**config.mk**
```make
export PLATFORM = sky130hd
export DESIGN_NAME = ascii_response_frame_checker_top_flat
export DESIGN_NICKNAME = d
export VERILOG_FILES = /design/src/rtl/arfc_pkg.sv /design/src/rtl/arfc_if.sv /design/src/rtl/ascii_response_frame_checker_top.sv /design/src/rtl/arfc_front.sv /design/src/rtl/arfc_back.sv /design/src/flat_wrapper.sv
export VERILOG_INCLUDE_DIRS = /design/src /design/src/rtl
export SDC_FILE = /design/constraint.sdc
export NUM_CORES = 1
export LEC_CHECK = 0
export ABC_CLOCK_PERIOD_IN_PS = 4700
export BUFFER_PORTS_ARGS = -buffer_cell sky130_fd_sc_hd__buf_2
export CELL_PAD_IN_SITES_DETAIL_PLACEMENT = 0
export CELL_PAD_IN_SITES_GLOBAL_PLACEMENT = 1
export CORE_ASPECT_RATIO = 1.2
export CORE_UTILIZATION = 44
export DETAILED_ROUTE_END_ITERATION = 6
export GPL_ROUTABILITY_DRIVEN = 0
export PLACE_DENSITY = 0.75
export SYNTH_ARGS = -nofsm -noshare
export SYNTH_HDL_FRONTEND = slang
export SYNTH_SLANG_ARGS = --single-unit
```
**constraint.sdc**
```tcl
create_clock -name clock -period 4.7 [get_ports clock]
set_input_delay 0.94 -clock clock [delete_from_list [all_inputs] [get_ports clock]]
set_output_delay 0.94 -clock clock [all_outputs]
set_load 0.01 [all_outputs]
```
**src/rtl/ascii_response_frame_checker_top_macros.svh**
```systemverilog
// Assertion macros shared by the frame checker RTL.
// Expects clock and reset to be visible where a macro is used.
`ifndef ASCII_RESPONSE_FRAME_CHECKER_TOP_MACROS_SVH
`define ASCII_RESPONSE_FRAME_CHECKER_TOP_MACROS_SVH

// same-cycle implication
`define ARFC_ASSERT_IMPL(label, ante, cons) \
   label: assert property (@(posedge clock) disable iff (reset) (ante) |-> (cons)) \
      else $error("arfc: same-cycle check failed");

// next-cycle implication
`define ARFC_ASSERT_NEXT(label, ante, cons) \
   label: assert property (@(posedge clock) disable iff (reset) (ante) |=> (cons)) \
      else $error("arfc: next-cycle check failed");

`endif

```
**src/rtl/arfc_pkg.sv**
```systemverilog
// Types and constants of the ASCII response frame checker.
// No dependencies; used by the front, back and top level.
package arfc_pkg;

   localparam logic [7:0] CH_CR    = 8'h0D;
   localparam logic [7:0] CH_SPACE = 8'h20;
   localparam logic [7:0] CH_A     = 8'h41;
   localparam logic [7:0] CH_N     = 8'h4E;

   localparam logic [2:0] FC_ACK      = 3'd0;
   localparam logic [2:0] FC_NACK     = 3'd1;
   localparam logic [2:0] FC_OTHER    = 3'd2;
   localparam logic [2:0] FC_NO_SEP   = 3'd3;
   localparam logic [2:0] FC_MISMATCH = 3'd4;
   localparam logic [2:0] FC_TOO_LONG = 3'd5;

   localparam int VF_NEG_BIT   = 0;
   localparam int VF_DIGIT_BIT = 1;
   localparam int VF_BAD_BIT   = 2;

   localparam logic [32:0] MAG_LIMIT = 33'h0_8000_0000;

   localparam int QUEUE_DEPTH = 2;
   localparam int QUEUE_AW    = $clog2(QUEUE_DEPTH);
   localparam int QUEUE_CW    = $clog2(QUEUE_DEPTH + 1);

   typedef struct packed {
      logic [7:0] rx_byte;
      logic       is_cr;
      logic       is_ws;
      logic       is_space;
      logic       is_hex;
      logic [3:0] hex_val;
      logic       is_dec;
      logic       is_sign;
      logic       is_minus;
   } byte_info_type;

endpackage

```
**src/rtl/arfc_if.sv**
```systemverilog
// Valid/ready channel interfaces of the frame checker.
// Request carries one received byte a beat; response carries one line result a beat.
interface arfc_req_if;
   logic       valid;
   logic       ready;
   logic [7:0] rx_byte;
   modport source (output valid, output rx_byte, input ready);
   modport sink (input valid, input rx_byte, output ready);
endinterface

interface arfc_rsp_if;
   logic               valid;
   logic               ready;
   logic        [2:0]  frame_code;
   logic        [7:0]  computed_sum;
   logic signed [31:0] data_value;
   logic               data_valid;
   modport source (output valid, output frame_code, output computed_sum,
                   output data_value, output data_valid, input ready);
   modport sink (input valid, input frame_code, input computed_sum,
                 input data_value, input data_valid, output ready);
endinterface

```
**src/rtl/ascii_response_frame_checker_top.sv**
```systemverilog
// Path: a carriage return accepted on the request channel is first stored in the queue, then
// registered as a result in the back end, whose register drives the response beat.
// Throughput: one byte a cycle unless the back end holds, set by the single line-state update
// per byte. A two-beat queue separates byte intake from line tracking; while a result
// waits on the response channel the back end holds and the queue takes up to two more bytes.
// Reset is synchronous and active high: it empties the queue, clears the line state and drops
// the response valid.
module ascii_response_frame_checker_top #(
   parameter int MAX_LINE = 256
) (
   input logic        clock,
   input logic        reset,
   arfc_req_if.sink   req_chan,
   arfc_rsp_if.source rsp_chan
);
   import arfc_pkg::*;

   byte_info_type q_info;
   logic          q_valid;
   logic          q_ready;

   arfc_front u_front (
      .clock    (clock),
      .reset    (reset),
      .req_chan (req_chan),
      .q_info   (q_info),
      .q_valid  (q_valid),
      .q_ready  (q_ready)
   );

   arfc_back #(
      .MAX_LINE (MAX_LINE)
   ) u_back (
      .clock    (clock),
      .reset    (reset),
      .q_info   (q_info),
      .q_valid  (q_valid),
      .q_ready  (q_ready),
      .rsp_chan (rsp_chan)
   );

endmodule

```
**src/rtl/arfc_front.sv**
```systemverilog
// Front end: accepts request beats, classifies each byte and queues it.
// Depends on arfc_pkg and arfc_req_if.
module arfc_front (
   input  logic                   clock,
   input  logic                   reset,
   arfc_req_if.sink               req_chan,
   output arfc_pkg::byte_info_type q_info,
   output logic                   q_valid,
   input  logic                   q_ready
);
   import arfc_pkg::*;

   localparam logic [7:0] CH_TAB   = 8'h09;
   localparam logic [7:0] CH_FF    = 8'h0C;
   localparam logic [7:0] CH_PLUS  = 8'h2B;
   localparam logic [7:0] CH_MINUS = 8'h2D;
   localparam logic [7:0] CH_0     = 8'h30;
   localparam logic [7:0] CH_9     = 8'h39;
   localparam logic [7:0] CH_UA    = 8'h41;
   localparam logic [7:0] CH_UF    = 8'h46;
   localparam logic [7:0] CH_LA    = 8'h61;
   localparam logic [7:0] CH_LF    = 8'h66;

   byte_info_type              info_in;
   byte_info_type              q_mem_ff [QUEUE_DEPTH];
   logic [QUEUE_AW-1:0]        wr_ptr_ff;
   logic [QUEUE_AW-1:0]        rd_ptr_ff;
   logic [QUEUE_CW-1:0]        count_ff;
   logic                       push;
   logic                       pop;
   logic [7:0]                 b;

   assign b = req_chan.rx_byte;

   always_comb begin
      info_in          = '0;
      info_in.rx_byte  = b;
      info_in.is_cr    = (b == CH_CR);
      info_in.is_space = (b == CH_SPACE);
      info_in.is_ws    = ((b >= CH_TAB) && (b <= CH_FF)) || (b == CH_SPACE);
      info_in.is_sign  = (b == CH_PLUS) || (b == CH_MINUS);
      info_in.is_minus = (b == CH_MINUS);
      if ((b >= CH_0) && (b <= CH_9)) begin
         info_in.is_dec  = 1'b1;
         info_in.is_hex  = 1'b1;
         info_in.hex_val = b[3:0];
      end else if (((b >= CH_UA) && (b <= CH_UF)) || ((b >= CH_LA) && (b <= CH_LF))) begin
         info_in.is_hex  = 1'b1;
         info_in.hex_val = b[3:0] + 4'd9;
      end
   end

   assign req_chan.ready = (count_ff != QUEUE_CW'(QUEUE_DEPTH));
   assign q_valid        = (count_ff != '0);
   assign q_info         = q_mem_ff[rd_ptr_ff];
   assign push           = req_chan.valid && req_chan.ready;
   assign pop            = q_valid && q_ready;

   always_ff @(posedge clock) begin
      if (push) begin
         q_mem_ff[wr_ptr_ff] <= info_in;
      end
      if (reset) begin
         wr_ptr_ff <= '0;
         rd_ptr_ff <= '0;
         count_ff  <= '0;
      end else begin
         if (push) begin
            wr_ptr_ff <= (wr_ptr_ff == QUEUE_AW'(QUEUE_DEPTH - 1)) ? '0 : wr_ptr_ff + 1'b1;
         end
         if (pop) begin
            rd_ptr_ff <= (rd_ptr_ff == QUEUE_AW'(QUEUE_DEPTH - 1)) ? '0 : rd_ptr_ff + 1'b1;
         end
         if (push && !pop) begin
            count_ff <= count_ff + 1'b1;
         end else if (pop && !push) begin
            count_ff <= count_ff - 1'b1;
         end
      end
   end

endmodule

```
**src/rtl/arfc_back.sv**
```systemverilog
// Back end: tracks line state per byte; a result per non-blank or overlong line.
// Depends on arfc_pkg, arfc_rsp_if and the assertion macro header.
`include "ascii_response_frame_checker_top_macros.svh"

module arfc_back #(
   parameter int MAX_LINE = 256
) (
   input  logic                    clock,
   input  logic                    reset,
   input  arfc_pkg::byte_info_type q_info,
   input  logic                    q_valid,
   output logic                    q_ready,
   arfc_rsp_if.source              rsp_chan
);
   import arfc_pkg::*;

   localparam int LEN_W = $clog2(MAX_LINE + 2);

   logic [LEN_W-1:0] line_length_ff, line_length_in;
   logic [7:0]       running_sum_ff, running_sum_in;
   logic [7:0]       sum_at_space_ff, sum_at_space_in;
   logic             space_seen_ff, space_seen_in;
   logic [7:0]       tok_value_ff, tok_value_in;
   logic [1:0]       tok_chars_ff, tok_chars_in;
   logic             tok_hex_ok_ff, tok_hex_ok_in;
   logic [3:0]       pending_ws_ff, pending_ws_in;
   logic [7:0]       first_char_ff, first_char_in;
   logic [1:0]       token_index_ff, token_index_in;
   logic [32:0]      value_acc_ff, value_acc_in;
   logic [2:0]       value_flags_ff, value_flags_in;
   logic             started_ff, started_in;
   logic             in_word_ff, in_word_in;
   logic             tent_valid_ff, tent_valid_in;
   logic [7:0]       tent_sum_ff, tent_sum_in;
   logic             tent_two_ff, tent_two_in;
   logic             body_two_ff, body_two_in;

   logic               out_valid_ff;
   logic [2:0]         out_code_ff;
   logic [7:0]         out_sum_ff;
   logic signed [31:0] out_value_ff;
   logic               out_dvalid_ff;

   logic        in_ready;
   logic        take;
   logic        emit;
   logic        too_long;
   logic        word_start;
   logic        neg;
   logic [2:0]  res_code;
   logic [7:0]  res_sum;
   logic [31:0] res_value;
   logic        res_dvalid;
   logic [4:0]  char_sum;
   logic [35:0] acc_cand;
   logic [32:0] acc_lim;

   assign in_ready = !out_valid_ff || rsp_chan.ready;
   assign q_ready  = in_ready;
   assign take     = q_valid && in_ready;
   assign too_long = (line_length_ff > LEN_W'(MAX_LINE));
   assign word_start = !in_word_ff;

   always_comb begin
      res_code   = FC_OTHER;
      res_sum    = '0;
      res_value  = '0;
      res_dvalid = 1'b0;
      neg        = value_flags_ff[VF_NEG_BIT];
      acc_lim    = neg ? MAG_LIMIT : MAG_LIMIT - 33'd1;
      if (too_long) begin
         res_code = FC_TOO_LONG;
      end else if (!space_seen_ff) begin
         res_code = FC_NO_SEP;
      end else begin
         res_sum = sum_at_space_ff;
         if ((tok_chars_ff != 2'd2) || !tok_hex_ok_ff || (tok_value_ff != sum_at_space_ff)) begin
            res_code = FC_MISMATCH;
         end else if (first_char_ff == CH_A) begin
            res_code = FC_ACK;
            if (body_two_ff && value_flags_ff[VF_DIGIT_BIT] && !value_flags_ff[VF_BAD_BIT]
                && (value_acc_ff <= acc_lim)) begin
               res_value  = neg ? (32'd0 - value_acc_ff[31:0]) : value_acc_ff[31:0];
               res_dvalid = 1'b1;
            end
         end else if (first_char_ff == CH_N) begin
            res_code = FC_NACK;
         end
      end
   end

   always_comb begin
      line_length_in  = line_length_ff;
      running_sum_in  = running_sum_ff;
      sum_at_space_in = sum_at_space_ff;
      space_seen_in   = space_seen_ff;
      tok_value_in    = tok_value_ff;
      tok_chars_in    = tok_chars_ff;
      tok_hex_ok_in   = tok_hex_ok_ff;
      pending_ws_in   = pending_ws_ff;
      first_char_in   = first_char_ff;
      token_index_in  = token_index_ff;
      value_acc_in    = value_acc_ff;
      value_flags_in  = value_flags_ff;
      started_in      = started_ff;
      in_word_in      = in_word_ff;
      tent_valid_in   = tent_valid_ff;
      tent_sum_in     = tent_sum_ff;
      tent_two_in     = tent_two_ff;
      body_two_in     = body_two_ff;
      emit            = 1'b0;
      char_sum        = '0;
      acc_cand        = '0;
      if (take) begin
         if (q_info.is_cr) begin
            emit            = too_long || started_ff;
            line_length_in  = '0;
            running_sum_in  = '0;
            sum_at_space_in = '0;
            space_seen_in   = 1'b0;
            tok_value_in    = '0;
            tok_chars_in    = '0;
            tok_hex_ok_in   = 1'b1;
            pending_ws_in   = '0;
            first_char_in   = '0;
            token_index_in  = '0;
            value_acc_in    = '0;
            value_flags_in  = '0;
            started_in      = 1'b0;
            in_word_in      = 1'b0;
            tent_valid_in   = 1'b0;
            tent_sum_in     = '0;
            tent_two_in     = 1'b0;
            body_two_in     = 1'b0;
         end else begin
            if (!too_long) begin
               line_length_in = line_length_ff + 1'b1;
            end
            if (started_ff || !q_info.is_ws) begin
               if (!started_ff) begin
                  started_in    = 1'b1;
                  first_char_in = q_info.rx_byte;
               end
               running_sum_in = running_sum_ff + q_info.rx_byte;
               if (q_info.is_space) begin
                  tent_valid_in = 1'b1;
                  tent_sum_in   = running_sum_in;
                  tent_two_in   = (token_index_ff >= 2'd2);
                  pending_ws_in = '0;
                  in_word_in    = 1'b0;
               end else if (q_info.is_ws) begin
                  if (pending_ws_ff != 4'hF) begin
                     pending_ws_in = pending_ws_ff + 1'b1;
                  end
                  in_word_in = 1'b0;
               end else begin
                  // commit the tentative separator
                  if (tent_valid_ff) begin
                     space_seen_in   = 1'b1;
                     sum_at_space_in = tent_sum_ff;
                     body_two_in     = tent_two_ff;
                     tok_value_in    = '0;
                     tok_chars_in    = '0;
                     tok_hex_ok_in   = 1'b1;
                     tent_valid_in   = 1'b0;
                  end
                  if (pending_ws_ff != '0) begin
                     char_sum      = {3'b000, tok_chars_in} + {1'b0, pending_ws_ff};
                     tok_hex_ok_in = 1'b0;
                     tok_chars_in  = (char_sum > 5'd3) ? 2'd3 : char_sum[1:0];
                  end
                  pending_ws_in = '0;
                  if (tok_chars_in != 2'd3) begin
                     tok_chars_in = tok_chars_in + 1'b1;
                  end
                  if (!q_info.is_hex || (tok_chars_in == 2'd3)) begin
                     tok_hex_ok_in = 1'b0;
                  end else begin
                     tok_value_in = {tok_value_in[3:0], q_info.hex_val};
                  end
                  if (word_start) begin
                     in_word_in = 1'b1;
                     if (token_index_ff != 2'd3) begin
                        token_index_in = token_index_ff + 1'b1;
                     end
                  end
                  if (token_index_in == 2'd2) begin
                     if (word_start && q_info.is_sign) begin
                        if (q_info.is_minus) begin
                           value_flags_in[VF_NEG_BIT] = 1'b1;
                        end
                     end else if (q_info.is_dec) begin
                        value_flags_in[VF_DIGIT_BIT] = 1'b1;
                        if (value_acc_ff <= MAG_LIMIT) begin
                           acc_cand = {value_acc_ff, 3'b000} + {2'b00, value_acc_ff, 1'b0}
                                      + {32'd0, q_info.hex_val};
                        end else begin
                           acc_cand = {3'b000, value_acc_ff};
                        end
                        if (acc_cand > {3'b000, MAG_LIMIT}) begin
                           value_flags_in[VF_BAD_BIT] = 1'b1;
                           value_acc_in = MAG_LIMIT + 33'd1;
                        end else begin
                           value_acc_in = acc_cand[32:0];
                        end
                     end else begin
                        value_flags_in[VF_BAD_BIT] = 1'b1;
                     end
                  end
               end
            end
         end
      end
   end

   always_ff @(posedge clock) begin
      if (emit) begin
         out_code_ff   <= res_code;
         out_sum_ff    <= res_sum;
         out_value_ff  <= $signed(res_value);
         out_dvalid_ff <= res_dvalid;
      end
      if (reset) begin
         out_valid_ff    <= 1'b0;
         line_length_ff  <= '0;
         running_sum_ff  <= '0;
         sum_at_space_ff <= '0;
         space_seen_ff   <= 1'b0;
         tok_value_ff    <= '0;
         tok_chars_ff    <= '0;
         tok_hex_ok_ff   <= 1'b1;
         pending_ws_ff   <= '0;
         first_char_ff   <= '0;
         token_index_ff  <= '0;
         value_acc_ff    <= '0;
         value_flags_ff  <= '0;
         started_ff      <= 1'b0;
         in_word_ff      <= 1'b0;
         tent_valid_ff   <= 1'b0;
         tent_sum_ff     <= '0;
         tent_two_ff     <= 1'b0;
         body_two_ff     <= 1'b0;
      end else begin
         if (in_ready) begin
            out_valid_ff <= emit;
         end
         line_length_ff  <= line_length_in;
         running_sum_ff  <= running_sum_in;
         sum_at_space_ff <= sum_at_space_in;
         space_seen_ff   <= space_seen_in;
         tok_value_ff    <= tok_value_in;
         tok_chars_ff    <= tok_chars_in;
         tok_hex_ok_ff   <= tok_hex_ok_in;
         pending_ws_ff   <= pending_ws_in;
         first_char_ff   <= first_char_in;
         token_index_ff  <= token_index_in;
         value_acc_ff    <= value_acc_in;
         value_flags_ff  <= value_flags_in;
         started_ff      <= started_in;
         in_word_ff      <= in_word_in;
         tent_valid_ff   <= tent_valid_in;
         tent_sum_ff     <= tent_sum_in;
         tent_two_ff     <= tent_two_in;
         body_two_ff     <= body_two_in;
      end
   end

   assign rsp_chan.valid        = out_valid_ff;
   assign rsp_chan.frame_code   = out_code_ff;
   assign rsp_chan.computed_sum = out_sum_ff;
   assign rsp_chan.data_value   = out_value_ff;
   assign rsp_chan.data_valid   = out_dvalid_ff;

   `ARFC_ASSERT_NEXT(a_no_result_mid_line, take && !q_info.is_cr && !out_valid_ff, !out_valid_ff)
   `ARFC_ASSERT_IMPL(a_data_only_on_ack, out_valid_ff && out_dvalid_ff, out_code_ff == FC_ACK)
   `ARFC_ASSERT_IMPL(a_zero_sum_no_body, out_valid_ff && (out_code_ff == FC_NO_SEP || out_code_ff == FC_TOO_LONG), out_sum_ff == 8'd0)
   `ARFC_ASSERT_IMPL(a_zero_value_invalid, out_valid_ff && !out_dvalid_ff, out_value_ff == 32'sd0)

endmodule
```
**src/flat_wrapper.sv**
```systemverilog
// flat-port wrapper written by rule: the top's interface ports become plain ports
module ascii_response_frame_checker_top_flat import arfc_pkg::*;
#(
   parameter int MAX_LINE = 256
)
  (clock, reset, req_chan_valid, req_chan_rx_byte, req_chan_ready, rsp_chan_valid, rsp_chan_frame_code, rsp_chan_computed_sum, rsp_chan_data_value, rsp_chan_data_valid, rsp_chan_ready);
  arfc_req_if req_chan_i ();
  arfc_rsp_if rsp_chan_i ();
  input logic clock;
  input logic reset;
  input wire logic [$bits(req_chan_i.valid)-1:0] req_chan_valid;
  input wire logic [$bits(req_chan_i.rx_byte)-1:0] req_chan_rx_byte;
  output wire logic [$bits(req_chan_i.ready)-1:0] req_chan_ready;
  output wire logic [$bits(rsp_chan_i.valid)-1:0] rsp_chan_valid;
  output wire logic [$bits(rsp_chan_i.frame_code)-1:0] rsp_chan_frame_code;
  output wire logic [$bits(rsp_chan_i.computed_sum)-1:0] rsp_chan_computed_sum;
  output wire logic [$bits(rsp_chan_i.data_value)-1:0] rsp_chan_data_value;
  output wire logic [$bits(rsp_chan_i.data_valid)-1:0] rsp_chan_data_valid;
  input wire logic [$bits(rsp_chan_i.ready)-1:0] rsp_chan_ready;
  assign req_chan_i.valid = req_chan_valid;
  assign req_chan_i.rx_byte = req_chan_rx_byte;
  assign req_chan_ready = req_chan_i.ready;
  assign rsp_chan_valid = rsp_chan_i.valid;
  assign rsp_chan_frame_code = rsp_chan_i.frame_code;
  assign rsp_chan_computed_sum = rsp_chan_i.computed_sum;
  assign rsp_chan_data_value = rsp_chan_i.data_value;
  assign rsp_chan_data_valid = rsp_chan_i.data_valid;
  assign rsp_chan_i.ready = rsp_chan_ready;
  ascii_response_frame_checker_top #(.MAX_LINE(MAX_LINE)) u_core (.clock(clock), .reset(reset), .req_chan(req_chan_i), .rsp_chan(rsp_chan_i));
endmodule
```
-- Word level (Yosys, flattened, before mapping)
Memories as Yosys holds them, arrays and structs flattened. A register that Yosys moved wholly into a read port is not among the register bits.
Index checks and enable logic that the tools add are counted.
- add/subtract/negate cells: 14
- magnitude comparators: 14
- equal/unequal tests: 23
- multiplexer cells: 137
- bitwise operators: 3
- reductions and logical operators: 56
- operator list (cell ; number):
    2-to-1 mux 36 bit ; 9
    2-to-1 mux 33 bit ; 8
    2-to-1 mux 8 bit ; 19
    2-to-1 mux 2 bit ; 39
    2-to-1 mux 32 bit ; 2
    2-to-1 mux 1 bit ; 44
    adder 36 x 34 -> 36 bit ; 1
    adder 36 x 4 -> 36 bit ; 1
    greater-than comparator 36 x 32 -> 1 bit, second input constant ; 1
    <= comparator 33 x 32 -> 1 bit ; 1
    <= comparator 33 x 32 -> 1 bit, second input constant ; 1
    subtractor 1 x 32 -> 32 bit, first input constant ; 1
    equality test 8 x 6 -> 1 bit, second input constant ; 3
    2-to-1 mux 3 bit ; 7
    AND reduction 7 bit ; 3
    2-to-1 mux 4 bit ; 5
    2-to-1 mux 9 bit ; 2
    nonzero test 2 bit ; 9
    equality test 8 x 7 -> 1 bit, second input constant ; 2
    >= comparator 8 x 7 -> 1 bit, second input constant ; 2
    <= comparator 8 x 7 -> 1 bit, second input constant ; 2
    AND reduction 5 bit ; 3
    logical AND 1 bit ; 12
    AND reduction 3 bit ; 4
    34 further kinds ; 66
- bits in registers: 149
- RAM bits: 38
- input bits: 12
- output and inout bits: 46
- logic and storage cells: 278
- memories: 1
- memories (name ; depth ; width ; rd ports ; clocked after memory_dff ; write ports ; RTL line ; source):
    u_core.u_front.q_mem_ff ; 2 ; 19 ; 1 ; 1 ; 1 ; arfc_front.sv:25 ; byte_info_type q_mem_ff [QUEUE_DEPTH];

-- Longest topological paths before layout
Gate-level depths: netlist of the first run.
- depth in word-level cells: 29
- gate-level depth with buffers: 19
- mapped depth without buffers: 16

-- Hierarchy
From an unflattened synthesis of the first run, not the netlist that was laid out.
- cell total of the unflattened synthesis: 1306
- area total of the unflattened synthesis: 12074.1 sq um
- modules (own cells, without submodules) (module ; instances ; cells an instance ; area an instance (sq um) ; sequential area each (sq um)):
    arfc_back ; 1 ; 1181 ; 10191.0 ; 3343.2
    arfc_front ; 1 ; 125 ; 1883.1 ; 1241.2

-- Worst setup path after synthesis of the first run
OpenSTA, ideal clock, no wires.
- path type: reg-to-reg
- from: reg (tool-made name)
- to: reg u_core.u_back.value_acc_ff[0]
- library setup time: 0.138 ns
- arrival: 5.034 ns
- required time: 4.562 ns
- path slack: -0.471 ns
- stages on the path, launching flop included: 19
- buffers on the path: 3
- period minus slack after synthesis: 5.171 ns
- path through: dfxtp_1 -> buf_1 -> clkbuf_1 -> mux2_2 -> fa_1 -> inv_1 -> fa_1 -> nand2b_1 -> a211oi_1 -> o21ai_0 -> nand2b_1 -> a31oi_1 -> xnor2_1 -> or4_1 -> a2111oi_2 -> a41o_2 -> buf_2 -> and2_1 -> a221oi_1
- RTL lines (what ; RTL line ; source):
    end signal, assigned ; arfc_back.sv:257 ; value_acc_ff <= value_acc_in;
    end, declared ; arfc_back.sv:29 ; logic [32:0] value_acc_ff, value_acc_in;

==> results of run 1 <==
## cells in the mapped netlist, drive strengths merged, types with 16 or more instances
cell / count
nor2: 136
ha: 116
dfxtp: 106
nand2: 105
a21oi: 98
edfxtp: 82
o21ai: 69
inv: 53
xnor2: 53
clkbuf: 43
nand4: 36
nand3: 31
xor2: 30
nor3: 27
a21o: 23
a22oi: 21
o22ai: 16
## kinds of logic after synthesis
family | synth area share [%]
AND/OR/NAND/NOR | 17.36
adder cells (fa/ha/maj) | 13.07
flip-flops | 39.14
multiplexers | 2.446
XOR/XNOR | 6.206
AO/OA/AOI/OAI | 18.24
buffers and inverters | 3.536
## power groups by stage
stage          registers [mW]  logic, mW  clock network [mW]
6_report                 2.04       1.61                1.53
5_1_grt                  2.07       1.78                1.62
4_1_cts                  2.04       1.57                1.55
3_5_place_dp             2.08       1.56                   0
3_3_place_gp             2.07       1.54                   0
2_1_floorplan            2.06       1.10                   0
## metal layers
metal,global-route usage (%),part of all wire [%],vias up
li1,-,-,4812
met1,26.32,39,4747
met2,45.60,53,210
met3,3.056,2.7,83
met4,13.24,5.3,0
met5,0,0,-
## cell usage in the layout, fill, tap and decap left out, types with 14 or more instances in the layout
| cell | n |
|---|---|
| nor2_1 | 136 |
| ha_1 | 116 |
| nand2_1 | 105 |
| dfxtp_1 | 104 |
| a21oi_1 | 98 |
| edfxtp_1 | 82 |
| o21ai_0 | 57 |
| buf_2 | 57 |
| xnor2_1 | 53 |
| inv_1 | 52 |
| buf_4 | 51 |
| nand4_1 | 36 |
| nand3_1 | 30 |
| xor2_1 | 30 |
| nor3_1 | 27 |
| a21o_1 | 23 |
| a22oi_1 | 21 |
| clkbuf_16 | 21 |
| nand2b_1 | 14 |
| o21a_1 | 14 |
| and3_1 | 14 |
| o31ai_1 | 14 |
| o22ai_2 | 14 |
## state kept, by name, indices dropped and copies added (netlist names), 4 cells and up, named ones only
name / flops
u_core.u_front.q_mem_ff: 38
u_core.u_back.value_acc_ff: 33
u_core.u_back.rsp_chan.data_value: 32
u_core.u_back.line_length_ff: 9
u_core.u_back.first_char_ff: 8
u_core.u_back.rsp_chan.computed_sum: 8
u_core.u_back.running_sum_ff: 8
u_core.u_back.sum_at_space_ff: 8
u_core.u_back.tent_sum_ff: 8
u_core.u_back.tok_value_ff: 8
u_core.u_back.pending_ws_ff: 4
## worst register-to-register path, stage by stage (launching register included)
cell       delay (ns)
dfxtp_2          0.36
mux2_2           0.36
fa_1             0.51
inv_1            0.06
fa_1             0.45
nand2b_1         0.19
a211oi_2         0.27
buf_4            0.16
o21ai_0          0.16
a21oi_1          0.19
nor3b_1          0.09
o21ai_1          0.23
xor2_1           0.26
mux2i_1          0.18
a41o_4           0.36
a31oi_4          0.29
clkbuf_16        0.24
o22ai_2          0.07
## cell type report
type                       count  area (um2)
clock inverter                13       151.4
inverter                      53       198.9
multi-input combinational    972        6768
timing repair buffer         111       738.2
clock buffer                  19       475.5
tap                          335       419.2
sequential                   188        4587
fill                        2445       12850
## repair_timing
item                                    in CTS  in global routing
endpoints found under the setup margin       0                 32
gates resized for setup                      0                  8
hold endpoints to repair                     0                  0
setup buffers                                0                 14
## path summary, 6_finish.rpt
| kind | from | slack (ns) | to | depth (start not counted) |
|---|---|---|---|---|
| max | register | 0.16 | u_core.u_back.value_acc_ff[11] | 17 |
| min | u_core.u_back.value_flags_ff[1] | 0.46 | u_core.u_back.value_flags_ff[1] | 2 |
| max reg2reg | register | 0.16 | u_core.u_back.value_acc_ff[11] | 17 |
| min reg2reg | u_core.u_back.value_flags_ff[1] | 0.46 | u_core.u_back.value_flags_ff[1] | 2 |
==> impl_metrics.ini, run 1 <==
[status]
status = complete, no violations

[worst_setup_path]
critPathBufInv = 3
worst-path-max-fanout = 11
cp_common_cell = fa_1
cp_cell_sequence = mux2_2, fa_1, inv_1, fa_1, nand2b_1, a211oi_2, buf_4, o21ai_0, a21oi_1, nor3b_1, o21ai_1, xor2_1, mux2i_1, a41o_4, a31oi_4, clkbuf_16, o22ai_2
path_class = register to register
critPathSlowestCell = fa_1
cp-start-kind = register
slowest_delay_ns = 0.51
worst_path_dominant_cell_family = compound AO/OA/AOI/OAI gates
endpoint_kind = register
cp.required_ns = 5.01
crit_arrival_ns = 4.85

[place]
dp_cells = 1643
io_buffers = 57
pre_cts_ws_ns = 0.06481
hpwl_um = 24950
place_area_um2 = 12510

[timing]
slew_violations = 0
layout_min_cycle_time_ns = 4.536
post-route-period-util_pct = 96.50
slew_headroom_pct = 14.70
setup_slack_ns = 0.1645
setup_viol = 0
hold_viol_final = 0
clock_skew_ns = 0.01492
setup-tns-final_ns = 0
fmax_mhz = 220.5
worst_pin_slew_ns = 1.270
hold-worst-slack_ns = 0.4611

[power]
pwr-share-seq_pct = 39.5
p_sw_mw = 1.888
p_sw_share_pct = 36.45
clkPwrFrac_pct = 29.5
totalPowerFinal_mw = 5.178
ir_worst_vdd_uv = 278.3
powerDensity_nw_per_um2 = 388.2
leakagePower_nw = 5.543
p_int_mw = 3.290
combPwrFrac_pct = 31.0

[route]
avgViaCountPerCell = 5.826
dr.pass1.iters = 5
drcViolationCount = 0
wl_per_cell_um = 19.35
via_count = 9852
drt-total-wl_um = 32730
drtAntennaViolNets = 0
drt_iter0_markers = 543

[synth]
synth_cell_types = 73
async_reset_ff_share_pct = 0
synth_edf_count = 82
ys_seq_elements = 188
yosys_warnings = 0
syn_area_um2 = 11710
synth_flop_cell = dfxtp_1
synth_top_cell_area_share_pct = 21.02
synth_largest_area_cell = edfxtp_1
yosysSeqAreaShare_pct = 39.14
synthCells = 1265
synth_fp_nets = 1397
synthTopCellsByArea = edfxtp_1 21%, dfxtp_1 18%, ha_1 12%, nor2_1 4.4%, a21oi_1 4.2%
syn-mean-instance-area_um2 = 9.260

[floorplan]
dieWidth_um = 150.9
fp.dieArea_um2 = 27280
dieHeight_um = 180.7
io_pins = 58
rows = 65
core_um2 = 26190
start_util_pct = 44.73

[final_layout]
fin_nets = 1475
final_util_pct = 50.93
fin_area_um2 = 13340
area_delta_synth_final_pct = 13.86
antenna_cells = 0
final_cells = 1691
drive_gt1_share_pct = 14.53

[clock_tree]
cts.clk_slew.worst_paths_ns = 0.07
cts_buffers = 17
cts_hold_buffers = 0
cts_buffer_depth = 2
cts_root_buffer = clkbuf_16
ctsHtreeMaxLevel = 4
clock_sinks = 188
tritoncts = done
clk-insertion-delay-late_ns = 0.44

[grt]
grt_usage_pct = 24.50
antenna_found_initial = 0
grt_max_degree = 45
globalRouteOverflowTotal = 0
grt_pass1_vias = 9749
grt_pass1_wl_um = 51320

[worst_hold_path]
hp-class = register to register

[job]
drv_cap = 0
No activity file was read; power rests on OpenSTA's default activity.
==> run 2: changes to the inputs <==
--- a/config.mk
+++ b/config.mk
@@ -14,6 +14,7 @@
 export CORE_UTILIZATION = 44
 export DETAILED_ROUTE_END_ITERATION = 6
 export GPL_ROUTABILITY_DRIVEN = 0
+export MAX_ROUTING_LAYER = met4
 export PLACE_DENSITY = 0.75
 export SYNTH_ARGS = -nofsm -noshare
 export SYNTH_HDL_FRONTEND = slang
==> run 2 against run 1 <==
- maximum frequency down 0.27%
- global-route usage up 0.75 points
- wire length down 0.12%
- sequential share of layout area about the same
- critical path type unchanged
- critical endpoint is now u_core.u_back.value_acc_ff[4]
- highest routed layer unchanged
==> impl_metrics.ini, run 2 (same netlist as run 1, synthesis figures left out) <==
[clock_tree]
cts.clk_slew.worst_paths_ns = 0.07
clock_sinks = 188
ctsHtreeMaxLevel = 4
cts_hold_buffers = 0
tritoncts = done
clk-insertion-delay-late_ns = 0.44
cts_buffers = 17
cts_buffer_depth = 2
cts_root_buffer = clkbuf_16

[power]
p_sw_mw = 1.888
pwr-share-seq_pct = 39.4
ir_worst_vdd_uv = 278.9
p_int_mw = 3.292
totalPowerFinal_mw = 5.180
combPwrFrac_pct = 31.0
powerDensity_nw_per_um2 = 388.2
p_sw_share_pct = 36.46
clkPwrFrac_pct = 29.5
leakagePower_nw = 5.545

[job]
drv_cap = 0

[worst_setup_path]
endpoint_kind = register
slowest_delay_ns = 0.54
cp-start-kind = register
cp_cell_sequence = mux2_2, fa_1, inv_1, fa_1, nand2b_1, a211oi_2, o21ai_0, nand2b_1, a31oi_1, xnor2_1, or4_4, a2111oi_4, a41o_4, a31oi_4, buf_12, o21ai_0
path_class = register to register
cp.required_ns = 5.05
crit_arrival_ns = 4.89
critPathSlowestCell = or4_4
worst-path-max-fanout = 7

[route]
drtAntennaViolNets = 0
via_count = 9877
drcViolationCount = 0
avgViaCountPerCell = 5.844
drt_iter0_markers = 507
drt-total-wl_um = 32690
dr.pass1.iters = 5
wl_per_cell_um = 19.34

[final_layout]
regArea_um2 = 4587
largest_reg_flops = 38
final_util_pct = 50.95
multi_input_area_um2 = 6768
antenna_cells = 0
area_delta_synth_final_pct = 13.91
final_cell_mix = 136 x nor2_1, 116 x ha_1, 105 x nand2_1
drive_gt1_share_pct = 14.46
fillCellCount = 2447
fin_nets = 1474
final_common_cell = nor2_1
largest-register = u_core.u_front.q_mem_ff

[place]
hpwl_um = 24950
io_buffers = 57

[timing]
fmax_mhz = 219.9
post-route-period-util_pct = 96.76
hold_viol_final = 0
worst_pin_slew_ns = 1.234
slew_violations = 0
setup_viol = 0
hold-worst-slack_ns = 0.4644
slew_headroom_pct = 17.09
clock_skew_ns = 0.01454
setup-tns-final_ns = 0
layout_min_cycle_time_ns = 4.548

[floorplan]
dieHeight_um = 180.7
rows = 65
core_um2 = 26190
start_util_pct = 44.73
dieWidth_um = 150.9
fp.dieArea_um2 = 27280
io_pins = 58

[worst_hold_path]
hold_start = u_core.u_back.running_sum_ff[4]
hp-class = register to register

[grt]
grt_pass1_wl_um = 51360
antenna_found_initial = 0
grt_max_degree = 45
grt_pass1_vias = 9759
grt_usage_pct = 25.25
globalRouteOverflowTotal = 0

[status]
status = complete, no violations
run 2: cell types whose count changed in the layout (fill, tap and decap cells not counted):
cell | previous run | this run
buf_4 | 51 | 49
buf_12 | 1 | 2
run 2: critical path: cells and delay by family (launching register included):
kind                       cells  cell delay (ns)
and+or+nand+nor                3             0.84
AOI/OAI and AO/OA              7             1.49
muxes                          1             0.36
adders and majority gates      2             0.96
buffers and inverters          2             0.28
xor gates and xnor gates       1             0.17
DFF                            1             0.36
run 2: final timing paths:
kind / to / slack (ns) / depth (start not counted)
setup / recovery: u_core.u_back.value_acc_ff[4] / 0.15 / 16
hold / removal: u_core.u_back.running_sum_ff[4] / 0.46 / 2
setup reg to reg: u_core.u_back.value_acc_ff[4] / 0.15 / 16
hold reg to reg: u_core.u_back.running_sum_ff[4] / 0.46 / 2
run 2: final cells by class:
type / count / share of cell area (%)
multi-input cells: 972 / 50.72
flip-flops and latches: 188 / 34.38
repair buffers: 110 / 5.570
clock buffers: 19 / 3.563
well taps: 335 / 3.141
inverters: 53 / 1.491
clock inverters: 13 / 1.135
run 2: repair_timing:
| item | 4_1_cts | 5_1_grt |
|---|---|---|
| endpoints found under the setup margin | 0 | 32 |
| setup buffers | 0 | 13 |
| gates resized for setup | 0 | 8 |
run 2: through the flow:
stage               worst slack, ns  instance area [um2]  std cells
floorplan                   0.03476                11730       1265
global placement             0.1302                12510       1643
detailed placement          0.06481                12510       1643
CTS                         0.03078                13140       1675
global route              -0.004172                13340       1690
finish                       0.1523                13340       1690
run 2: layer usage:
metal / up-vias / GRT usage, % / wire length [um]
met5: - / - / 0
met1: 4760 / 26.40 / 12650
met3: 89 / 3.056 / 945
met2: 219 / 45.54 / 17270
li1: 4809 / - / -
met4: 0 / 13.28 / 1820
run 2: power by group through the flow:
stage,combinational [mW],sequential (mW),clock [mW]
2_1_floorplan,1.10,2.06,0
3_3_place_gp,1.54,2.07,0
3_5_place_dp,1.56,2.08,0
4_1_cts,1.57,2.04,1.55
5_1_grt,1.79,2.07,1.62
6_report,1.61,2.04,1.53
